[config.mk]
export PLATFORM = sky130hd
export DESIGN_NAME = clock_offset_step_slew_sync_flat
export DESIGN_NICKNAME = d
export VERILOG_FILES = /design/src/sv/cos_pkg.sv /design/src/sv/cos_if.sv /design/src/sv/cos_cfg.sv /design/src/sv/cos_disc.sv /design/src/sv/clock_offset_step_slew_sync.sv /design/src/flat_wrapper.sv
export SDC_FILE = /design/constraint.sdc
export NUM_CORES = 2
export LEC_CHECK = 0
export BUFFER_PORTS_ARGS = -buffer_cell sky130_fd_sc_hd__buf_4
export CAP_MARGIN = 20
export CORE_MARGIN = 3
export CORE_UTILIZATION = 50
export CTS_CLUSTER_SIZE = 12
export DETAILED_ROUTE_END_ITERATION = 8
export PLACE_DENSITY = 0.72
export SLEW_MARGIN = 20
export SYNTH_ARGS = -nofsm -noshare
export SYNTH_HDL_FRONTEND = slang
export SYNTH_SLANG_ARGS = --single-unit
export TNS_END_PERCENT = 10
[constraint.sdc]
create_clock -name i_clk -period 13.75 [get_ports i_clk]
set_input_delay 0.6875 -clock i_clk [delete_from_list [all_inputs] [get_ports i_clk]]
set_output_delay 0.6875 -clock i_clk [all_outputs]
set_load 0.005 [all_outputs]
[src/sv/cos_pkg.sv]
`timescale 1ns / 1ps

package cos_pkg;

    // command codes carried by an input transaction
    typedef enum logic [1:0] {
        CMD_PERIODIC = 2'd0,
        CMD_SYNC     = 2'd1,
        CMD_QUERY    = 2'd2
    } t_cmd;

    // configuration register indexes
    localparam logic [1:0] CFG_WATCHDOG  = 2'd0;
    localparam logic [1:0] CFG_THRESHOLD = 2'd1;
    localparam logic [1:0] CFG_SLEW      = 2'd2;

    // configuration reset values
    localparam logic [15:0] WATCHDOG_RST  = 16'd500;
    localparam logic [15:0] THRESHOLD_RST = 16'd50;
    localparam logic [15:0] SLEW_RST      = 16'd1;

    // width of the stamp field on the result channel
    localparam int STAMP_W = 12;

    typedef struct packed {
        logic [15:0] watchdog_timeout_ms;
        logic [15:0] step_threshold_ms;
        logic [15:0] max_slew_ms;
    } t_cfg;

    typedef struct packed {
        logic [1:0]  cmd;
        logic [31:0] now_ms;
        logic [62:0] epoch_ms;
        logic        status_ok;
    } t_item;

    typedef struct packed {
        logic               accepted;
        logic               synced;
        logic               time_valid;
        logic [62:0]        logical_ms;
        logic [STAMP_W-1:0] stamp12;
        logic signed [63:0] last_error_ms;
    } t_result;

endpackage

[src/sv/cos_if.sv]
`timescale 1ns / 1ps

// input item channel
interface cos_in_if;
    logic        valid;
    logic        ready;
    logic [1:0]  cmd;
    logic [31:0] now_ms;
    logic [62:0] epoch_ms;
    logic        status_ok;

    modport source (output valid, cmd, now_ms, epoch_ms, status_ok, input ready);
    modport sink   (input valid, cmd, now_ms, epoch_ms, status_ok, output ready);
endinterface

// result channel
interface cos_out_if;
    logic               valid;
    logic               ready;
    logic               accepted;
    logic               synced;
    logic               time_valid;
    logic [62:0]        logical_ms;
    logic [11:0]        stamp12;
    logic signed [63:0] last_error_ms;

    modport source (output valid, accepted, synced, time_valid, logical_ms, stamp12,
                    last_error_ms, input ready);
    modport sink   (input valid, accepted, synced, time_valid, logical_ms, stamp12,
                    last_error_ms, output ready);
endinterface

// configuration write channel
interface cos_cfg_if;
    logic        valid;
    logic        ready;
    logic [1:0]  index;
    logic [15:0] data;

    modport source (output valid, index, data, input ready);
    modport sink   (input valid, index, data, output ready);
endinterface

[src/sv/cos_cfg.sv]
`timescale 1ns / 1ps

module cos_cfg (
    input  logic          i_clk,
    input  logic          i_rst_n,
    input  logic          i_wr_en,
    input  logic [1:0]    i_wr_index,
    input  logic [15:0]   i_wr_data,
    output cos_pkg::t_cfg o_cfg
);
    import cos_pkg::*;

    t_cfg r_cfg;

    // register file, unknown indexes are dropped
    always_ff @(posedge i_clk) begin
        if (!i_rst_n) begin
            r_cfg.watchdog_timeout_ms <= WATCHDOG_RST;
            r_cfg.step_threshold_ms   <= THRESHOLD_RST;
            r_cfg.max_slew_ms         <= SLEW_RST;
        end else if (i_wr_en) begin
            unique case (i_wr_index)
                CFG_WATCHDOG:  r_cfg.watchdog_timeout_ms <= i_wr_data;
                CFG_THRESHOLD: r_cfg.step_threshold_ms   <= i_wr_data;
                CFG_SLEW:      r_cfg.max_slew_ms         <= i_wr_data;
                default: begin
                end
            endcase
        end
    end

    assign o_cfg = r_cfg;

endmodule

[src/sv/cos_disc.sv]
`timescale 1ns / 1ps

module cos_disc #(
    parameter int STAMP_BITS = 12
) (
    input  logic             i_clk,
    input  logic             i_rst_n,
    input  logic             i_en,
    input  cos_pkg::t_item   i_item,
    input  cos_pkg::t_cfg    i_cfg,
    output cos_pkg::t_result o_res
);
    import cos_pkg::*;

    logic [63:0] r_off_now, n_off_now;
    logic [63:0] r_off_goal, n_off_goal;
    logic [63:0] r_err, n_err;
    logic [31:0] r_good_tick, n_good_tick;
    logic        r_in_sync, n_in_sync;

    logic [63:0] now64, epoch64, base, goal_base, desired, frame_err, err_mag;
    logic [63:0] thr64, slew64, diff_up, diff_dn, logical;
    logic [31:0] elapsed;
    logic        timed_out, off_lt, off_gt, accepted, valid;

    // shared sums and compares
    always_comb begin
        now64     = {32'd0, i_item.now_ms};
        epoch64   = {1'b0, i_item.epoch_ms};
        base      = now64 + r_off_now;
        goal_base = now64 + r_off_goal;
        desired   = epoch64 - now64;
        frame_err = epoch64 - base;
        err_mag   = frame_err[63] ? (64'd0 - frame_err) : frame_err;
        thr64     = {48'd0, i_cfg.step_threshold_ms};
        slew64    = {48'd0, i_cfg.max_slew_ms};
        elapsed   = i_item.now_ms - r_good_tick;
        timed_out = elapsed >= {16'd0, i_cfg.watchdog_timeout_ms};
        off_lt    = $signed(r_off_now) < $signed(r_off_goal);
        off_gt    = $signed(r_off_goal) < $signed(r_off_now);
        diff_up   = r_off_goal - r_off_now;
        diff_dn   = r_off_now - r_off_goal;
    end

    // next state and logical time after the item
    always_comb begin
        n_off_now   = r_off_now;
        n_off_goal  = r_off_goal;
        n_err       = r_err;
        n_good_tick = r_good_tick;
        n_in_sync   = r_in_sync;
        accepted    = 1'b0;
        logical     = base;
        case (i_item.cmd)
            CMD_SYNC: begin
                if (i_item.status_ok) begin
                    accepted    = 1'b1;
                    n_good_tick = i_item.now_ms;
                    n_off_goal  = desired;
                    if (!r_in_sync) begin
                        // first good frame takes the reference as is
                        n_off_now = desired;
                        n_err     = 64'd0;
                        n_in_sync = 1'b1;
                        logical   = epoch64;
                    end else begin
                        n_err = frame_err;
                        if (err_mag > thr64) begin
                            n_off_now = desired;
                            logical   = epoch64;
                        end
                    end
                end else begin
                    n_in_sync = 1'b0;
                end
            end
            CMD_PERIODIC: begin
                if (r_in_sync) begin
                    if (timed_out) begin
                        n_in_sync = 1'b0;
                    end else if (off_lt) begin
                        if (diff_up > slew64) begin
                            n_off_now = r_off_now + slew64;
                            logical   = base + slew64;
                        end else begin
                            n_off_now = r_off_goal;
                            logical   = goal_base;
                        end
                    end else if (off_gt) begin
                        if (diff_dn > slew64) begin
                            n_off_now = r_off_now - slew64;
                            logical   = base - slew64;
                        end else begin
                            n_off_now = r_off_goal;
                            logical   = goal_base;
                        end
                    end
                end
            end
            default: begin
            end
        endcase
    end

    // result fields
    always_comb begin
        valid               = n_in_sync && !logical[63];
        o_res.accepted      = accepted;
        o_res.synced        = n_in_sync;
        o_res.time_valid    = valid;
        o_res.logical_ms    = valid ? logical[62:0] : 63'd0;
        o_res.last_error_ms = $signed(n_err);
        for (int k = 0; k < STAMP_W; k++) begin
            o_res.stamp12[k] = valid && (k < STAMP_BITS) && logical[k];
        end
    end

    // discipline state
    always_ff @(posedge i_clk) begin
        if (!i_rst_n) begin
            r_off_now   <= 64'd0;
            r_off_goal  <= 64'd0;
            r_err       <= 64'd0;
            r_good_tick <= 32'd0;
            r_in_sync   <= 1'b0;
        end else if (i_en) begin
            r_off_now   <= n_off_now;
            r_off_goal  <= n_off_goal;
            r_err       <= n_err;
            r_good_tick <= n_good_tick;
            r_in_sync   <= n_in_sync;
        end
    end

endmodule

[src/sv/clock_offset_step_slew_sync.sv]
`timescale 1ns / 1ps

// channel   dir  handshake     payload
// i_in      in   valid/ready   cmd, now_ms, epoch_ms, status_ok
// o_out     out  valid/ready   accepted, synced, time_valid, logical_ms, stamp12, last_error_ms
// i_cfg     in   valid/ready   index, data (ready always high)
//
// one item per cycle unless o_out stalls; path is input register then result register
// the offset state updates when an item moves from the input register into the result register
// reset (synchronous, active low) clears sync, offsets, error and loads config defaults
// a stalled result holds the result register; the input register still takes one more item if empty

module clock_offset_step_slew_sync #(
    parameter int STAMP_BITS = 12
) (
    input logic      i_clk,
    input logic      i_rst_n,
    cos_in_if.sink   i_in,
    cos_out_if.source o_out,
    cos_cfg_if.sink  i_cfg
);
    import cos_pkg::*;

    logic    r_in_valid;
    t_item   r_item;
    logic    r_out_valid;
    t_result r_res;
    t_result res;
    t_cfg    cfg;
    logic    advance, in_ready;

    assign advance  = !r_out_valid || o_out.ready;
    assign in_ready = !r_in_valid || advance;

    // configuration registers
    assign i_cfg.ready = 1'b1;

    cos_cfg u_cfg (
        .i_clk      (i_clk),
        .i_rst_n    (i_rst_n),
        .i_wr_en    (i_cfg.valid),
        .i_wr_index (i_cfg.index),
        .i_wr_data  (i_cfg.data),
        .o_cfg      (cfg)
    );

    // offset discipline
    cos_disc #(
        .STAMP_BITS (STAMP_BITS)
    ) u_disc (
        .i_clk   (i_clk),
        .i_rst_n (i_rst_n),
        .i_en    (r_in_valid && advance),
        .i_item  (r_item),
        .i_cfg   (cfg),
        .o_res   (res)
    );

    // input register
    always_ff @(posedge i_clk) begin
        if (!i_rst_n) begin
            r_in_valid <= 1'b0;
        end else if (in_ready) begin
            r_in_valid <= i_in.valid;
        end
    end

    always_ff @(posedge i_clk) begin
        if (in_ready && i_in.valid) begin
            r_item.cmd       <= i_in.cmd;
            r_item.now_ms    <= i_in.now_ms;
            r_item.epoch_ms  <= i_in.epoch_ms;
            r_item.status_ok <= i_in.status_ok;
        end
    end

    // result register
    always_ff @(posedge i_clk) begin
        if (!i_rst_n) begin
            r_out_valid <= 1'b0;
        end else if (advance) begin
            r_out_valid <= r_in_valid;
        end
    end

    always_ff @(posedge i_clk) begin
        if (advance && r_in_valid) begin
            r_res <= res;
        end
    end

    assign i_in.ready          = in_ready;
    assign o_out.valid         = r_out_valid;
    assign o_out.accepted      = r_res.accepted;
    assign o_out.synced        = r_res.synced;
    assign o_out.time_valid    = r_res.time_valid;
    assign o_out.logical_ms    = r_res.logical_ms;
    assign o_out.stamp12       = r_res.stamp12;
    assign o_out.last_error_ms = r_res.last_error_ms;

`ifndef ASSERT_OFF
    // an accepted frame always leaves the block synced
    a_accept_synced: assert property (@(posedge i_clk) disable iff (!i_rst_n)
        (r_out_valid && r_res.accepted) |-> r_res.synced)
        else $error("accepted frame without sync");

    // valid time needs sync
    a_valid_synced: assert property (@(posedge i_clk) disable iff (!i_rst_n)
        (r_out_valid && r_res.time_valid) |-> r_res.synced)
        else $error("time valid while unsynced");

    // invalid time reads as zero
    a_invalid_zero: assert property (@(posedge i_clk) disable iff (!i_rst_n)
        (r_out_valid && !r_res.time_valid) |-> (r_res.logical_ms == 63'd0 &&
                                               r_res.stamp12 == '0))
        else $error("invalid time not cleared");

    // both stages full and stalled blocks new input
    a_full_stall: assert property (@(posedge i_clk) disable iff (!i_rst_n)
        (r_in_valid && r_out_valid && !o_out.ready) |-> !i_in.ready)
        else $error("input taken while pipeline full");

    // nothing is presented right after reset
    a_reset_empty: assert property (@(posedge i_clk)
        !i_rst_n |=> (!r_out_valid && !r_in_valid))
        else $error("pipeline not empty after reset");
`endif

endmodule
[src/flat_wrapper.sv]
// flat-port wrapper written by rule: the top's interface ports become plain ports
module clock_offset_step_slew_sync_flat import cos_pkg::*;
#(
    parameter int STAMP_BITS = 12
)
  (i_clk, i_rst_n, i_in_valid, i_in_cmd, i_in_now_ms, i_in_epoch_ms, i_in_status_ok, i_in_ready, o_out_valid, o_out_accepted, o_out_synced, o_out_time_valid, o_out_logical_ms, o_out_stamp12, o_out_last_error_ms, o_out_ready, i_cfg_valid, i_cfg_index, i_cfg_data, i_cfg_ready);
  cos_in_if i_in_i ();
  cos_out_if o_out_i ();
  cos_cfg_if i_cfg_i ();
  input logic i_clk;
  input logic i_rst_n;
  input wire logic [$bits(i_in_i.valid)-1:0] i_in_valid;
  input wire logic [$bits(i_in_i.cmd)-1:0] i_in_cmd;
  input wire logic [$bits(i_in_i.now_ms)-1:0] i_in_now_ms;
  input wire logic [$bits(i_in_i.epoch_ms)-1:0] i_in_epoch_ms;
  input wire logic [$bits(i_in_i.status_ok)-1:0] i_in_status_ok;
  output wire logic [$bits(i_in_i.ready)-1:0] i_in_ready;
  output wire logic [$bits(o_out_i.valid)-1:0] o_out_valid;
  output wire logic [$bits(o_out_i.accepted)-1:0] o_out_accepted;
  output wire logic [$bits(o_out_i.synced)-1:0] o_out_synced;
  output wire logic [$bits(o_out_i.time_valid)-1:0] o_out_time_valid;
  output wire logic [$bits(o_out_i.logical_ms)-1:0] o_out_logical_ms;
  output wire logic [$bits(o_out_i.stamp12)-1:0] o_out_stamp12;
  output wire logic [$bits(o_out_i.last_error_ms)-1:0] o_out_last_error_ms;
  input wire logic [$bits(o_out_i.ready)-1:0] o_out_ready;
  input wire logic [$bits(i_cfg_i.valid)-1:0] i_cfg_valid;
  input wire logic [$bits(i_cfg_i.index)-1:0] i_cfg_index;
  input wire logic [$bits(i_cfg_i.data)-1:0] i_cfg_data;
  output wire logic [$bits(i_cfg_i.ready)-1:0] i_cfg_ready;
  assign i_in_i.valid = i_in_valid;
  assign i_in_i.cmd = i_in_cmd;
  assign i_in_i.now_ms = i_in_now_ms;
  assign i_in_i.epoch_ms = i_in_epoch_ms;
  assign i_in_i.status_ok = i_in_status_ok;
  assign i_in_ready = i_in_i.ready;
  assign o_out_valid = o_out_i.valid;
  assign o_out_accepted = o_out_i.accepted;
  assign o_out_synced = o_out_i.synced;
  assign o_out_time_valid = o_out_i.time_valid;
  assign o_out_logical_ms = o_out_i.logical_ms;
  assign o_out_stamp12 = o_out_i.stamp12;
  assign o_out_last_error_ms = o_out_i.last_error_ms;
  assign o_out_i.ready = o_out_ready;
  assign i_cfg_i.valid = i_cfg_valid;
  assign i_cfg_i.index = i_cfg_index;
  assign i_cfg_i.data = i_cfg_data;
  assign i_cfg_ready = i_cfg_i.ready;
  clock_offset_step_slew_sync #(.STAMP_BITS(STAMP_BITS)) u_core (.i_clk(i_clk), .i_rst_n(i_rst_n), .i_in(i_in_i), .o_out(o_out_i), .i_cfg(i_cfg_i));
endmodule
==> summary.md <==
| Metric | Value |
|---|---|
| Outcome | finished, violations left |
| Failing checks | DRC |
| Comb power frac | 41.1% |
| Post-CTS Resized | 0 |
| Synthesized Nets | 8,103 |
| Yosys reg bits | 515 |
| Fmax | 76.7 MHz |
| Crit path max fanout | 9 |
| DIE HEIGHT | 340 um |
| VDD IR max | 0.000117 V |
| Final setup violation count | 0 |
| First-pass DRT Iterations | 9 |
| Worst hold path depth | 1 |
| Cell mode on critical path | a21o_1 |
| Worst-Margin Slew | 1.13 ns |
| Reg2reg setup slack | 0.71 ns |
| Routed wire length | 249,000 um |
| Post-synth ARST share | 0% |
| First-pass GRT wire length | 365,000 um |
| Clock power share | 29.9% |
| DIE WIDTH | 340 um |
| CTS tree | built |
| Number of CTS-inserted buffers | 61 |
| Most numerous cell in the Yosys netlist | nand2_1 |
| Top-area cell type share of the netlist area | 12.9% |
| CTS Hold Buffers Added | 0 |
| CTS H-tree depth | 2 |
| IO Pins | 266 |
| Setup TNS | 0 ns |
| Worst setup EP type | flop |
| Skew-Pair Late Insertion Delay | 0.73 ns |
| Wirelength per Cell | 27.4 um |
| CP arrival | 13.47 ns |
| Syn Inst Count | 7,537 |
| Synth area leaders | edfxtp_1 13%, dfxtp_1 9.9%, ha_1 9.7% |
| Most used DFF post-synth | dfxtp_1 |
| Leak | 24.7 nW |
| CP max stage delay | 0.64 ns |
| CTS clk-pin slew, worst paths | 0.06 ns |
| Fraction of layout cells with a size suffix above 1 | 8.31% |
| Max-slew violation count | 0 |
| Initial antenna violation count | 9 |
| Distinct cells, synth | 122 |
| Initial DRC Count | 7,788 |
| Vias | 60,900 |
| Critical path startpoint category | flop |
| Crit share post-route | 94.8% |
| Row cnt | 121 |
| DRC Markers | 4 |
| Hold Fails Final Rpt | 0 |
| Final #Nets | 8,122 |
| Post-synthesis sequential area ratio | 22.8% |
| Core Area | 110,000 um2 |
| ANT nets after route | 0 |
| GRT overflow | 0 |
| Area grow syn2layout | 9.66% |
| Mapped Area | 55,800 um2 |
| Max-Slew Margin vs Limit | 23.9% |
| Vias in the first global route | 56,700 |
| CTS sink cnt | 515 |
| Sequential Power Share | 28.9% |
| Worst Setup Path Type | reg2reg |
| CTS Buffer Depth | 3 |
| Sw Pwr | 2.47 mW |
| Maxcap violations | 0 |
| Post-synth EDFFs | 240 |
| R2r worst-path depth | 43 |
| Slowest stage cell, crit path | a211oi_2 |
| Worst Setup Slack, final | 0.712 ns |
| Post-CTS setup buffers | 0 |
| Largest net degree at the start of global routing | 114 |
| Total track usage | 41.2% |
| Initial Util | 50.8% |
| Min-Delay Path Class | in2reg |
| Pre-CTS setup slack | 1.28 ns |
| Sw frac | 41.0% |
| Hold Path End | u_core.r_item[84] |
| GPL Wtd Cong | 1.05 |
| Filler instances | 10,600 |
| Die area | 116,000 um2 |
| Leading area contributor after synthesis | edfxtp_1 |
| Fin Clk Skew | 0.0393 ns |
| Detailed Place HPWL | 194,000 um |
| Hold wc startpoint | i_in_now_ms[20] |
| Internal | 3.55 mW |
| Clock tree root buffer cell | clkbuf_16 |
| Synth top cells by count | 816 x nand2_1, 750 x a21oi_1, 620 x nor2_1 |
| WP data required | 14.18 ns |
| Final min period | 13.04 ns |
| Pwr Density | 98.4 nW/um2 |
| DR vias/cell | 6.70 |
| RSZ-0062 raised after global routing | no |
| Synthesis Warnings | 0 |
| Input/output buffers | 264 |
| Syn_area_per_cell | 7.40 um2 |
| Reg2reg end | u_core.o_out.logical_ms[9] |
| FF-to-FF Start | u_core.r_item[65] |
[cell type report]
cell class	count	area (um2)	area share [%]
inverter	450	1700	2.77
clock buffer	90	1830	2.99
sequential	515	12700	20.8
multi-input combinational	6147	39800	65.1
antenna	3	7.51	0.0123
tap	1476	1850	3.02
clock inverter	26	352	0.575
timing repair buffer	381	2900	4.74
[power by group through the flow]
stage	Combinational (mW)	Clock, mW	Sequential, mW
4_1_cts	2.38	1.81	1.74
2_1_floorplan	1.63	0	1.72
3_5_place_dp	2.36	0	1.77
3_3_place_gp	2.35	0	1.77
6_report	2.48	1.80	1.74
5_1_grt	2.64	1.87	1.74
[cell families (layout without fill, tap and decap cells)]
| kind of cell | Yosys count | after routing | share of synthesized area [%] |
|---|---|---|---|
| AO/OA/AOI/OAI | 2489 | 2489 | 28.7 |
| other | 1 | 4 | 0.00672 |
| XOR/XNOR | 458 | 458 | 7.37 |
| adder cells (fa/ha/maj) | 454 | 454 | 10.3 |
| buffers and inverters | 875 | 947 | 6.10 |
| flip-flops | 515 | 515 | 22.8 |
| AND/OR/NAND/NOR | 2629 | 2629 | 22.6 |
| multiplexers | 116 | 116 | 2.11 |
[through the flow]
stage               cells  utilization, %  total power, mW  hold slack, ns  instance area [um2]
floorplan            7537               -             3.35           0.436                55800
finish               9088            55.7             6.02           0.140                61200
detailed placement   8968            53.7             4.13           0.447                59000
global placement     8968            53.7             4.12           0.441                59000
CTS                  9084            55.7             5.93           0.121                61100
global route         9085            55.7             6.26           0.125                61200
[layout by cell type, fill, tap and decap left out, types with 66 or more instances in the layout]
cell type,synthesis,final
nand3_1,281,279
a21oi_1,750,746
inv_1,437,436
a21o_1,216,216
o21bai_1,78,78
nand2_1,816,812
dfxtp_1,275,274
nand4_1,130,130
nor2b_1,70,69
o21a_1,71,71
and3_1,75,73
clkbuf_16,0,66
a31oi_1,85,85
mux2i_1,104,103
ha_1,434,434
xnor2_1,338,337
edfxtp_1,240,240
buf_4,5,378
a211oi_1,113,113
nor3_1,184,184
o211ai_1,96,96
nor4_1,86,85
nor2_1,620,618
o31ai_1,81,81
xor2_1,111,110
o22ai_1,68,68
o21ai_0,465,465
[worst max path at each step]
stage / slack [ns] / from / endpoint / cells after the start
finish: 0.71 / u_core.r_item[65] / u_core.o_out.logical_ms[9] / 43
global route: 0.006 / u_core.r_item[65] / u_core.u_disc.r_off_now[58] / 44
CTS: 1.16 / u_core.r_item[65] / u_core.u_disc.r_off_now[38] / 44
detailed placement: 1.28 / u_core.r_item[65] / u_core.u_disc.r_off_now[40] / 44
global placement: 1.49 / u_core.r_item[65] / u_core.u_disc.r_off_now[38] / 44
floorplan: 2.95 / u_core.r_item[64] / u_core.o_out.logical_ms[34] / 51
[worst max-delay path, delay by kind of cell (launching register included)]
family / cells / cell delay, ns
buffers and inverters: 1 / 0.22
adder cells (fa/ha/maj): 3 / 0.97
flip-flops: 1 / 0.58
AND/OR/NAND/NOR: 9 / 2.61
XOR/XNOR: 2 / 0.75
AO/OA/AOI/OAI: 28 / 7.61
[sequential cells by signal, indices dropped and copies added, names as in the netlist]
register                    flops
u_core.o_out.stamp12           12
u_core.r_item                  98
u_core.u_disc.r_off_now        64
u_core.u_disc.r_off_goal       64
u_core.o_out.last_error_ms     64
u_core.o_out.synced             1
u_core.u_disc.r_err            64
u_core.o_out.valid              1
u_core.o_out.time_valid         1
u_core.u_cfg.o_cfg             48
u_core.o_out.accepted           1
u_core.r_in_valid               1
u_core.o_out.logical_ms        63
u_core.u_disc.r_in_sync         1
u_core.u_disc.r_good_tick      32
[metal layers]
layer  routed length (um)  track usage [%]  vias to the layer above
li1                     -                -                    27600
met5                   49                0                        -
met4                22200             29.9                        8
met2               108000             64.1                     3613
met3                23400             7.96                      938
met1                95200             50.9                    28700
(Power assumes the default switching activity.)
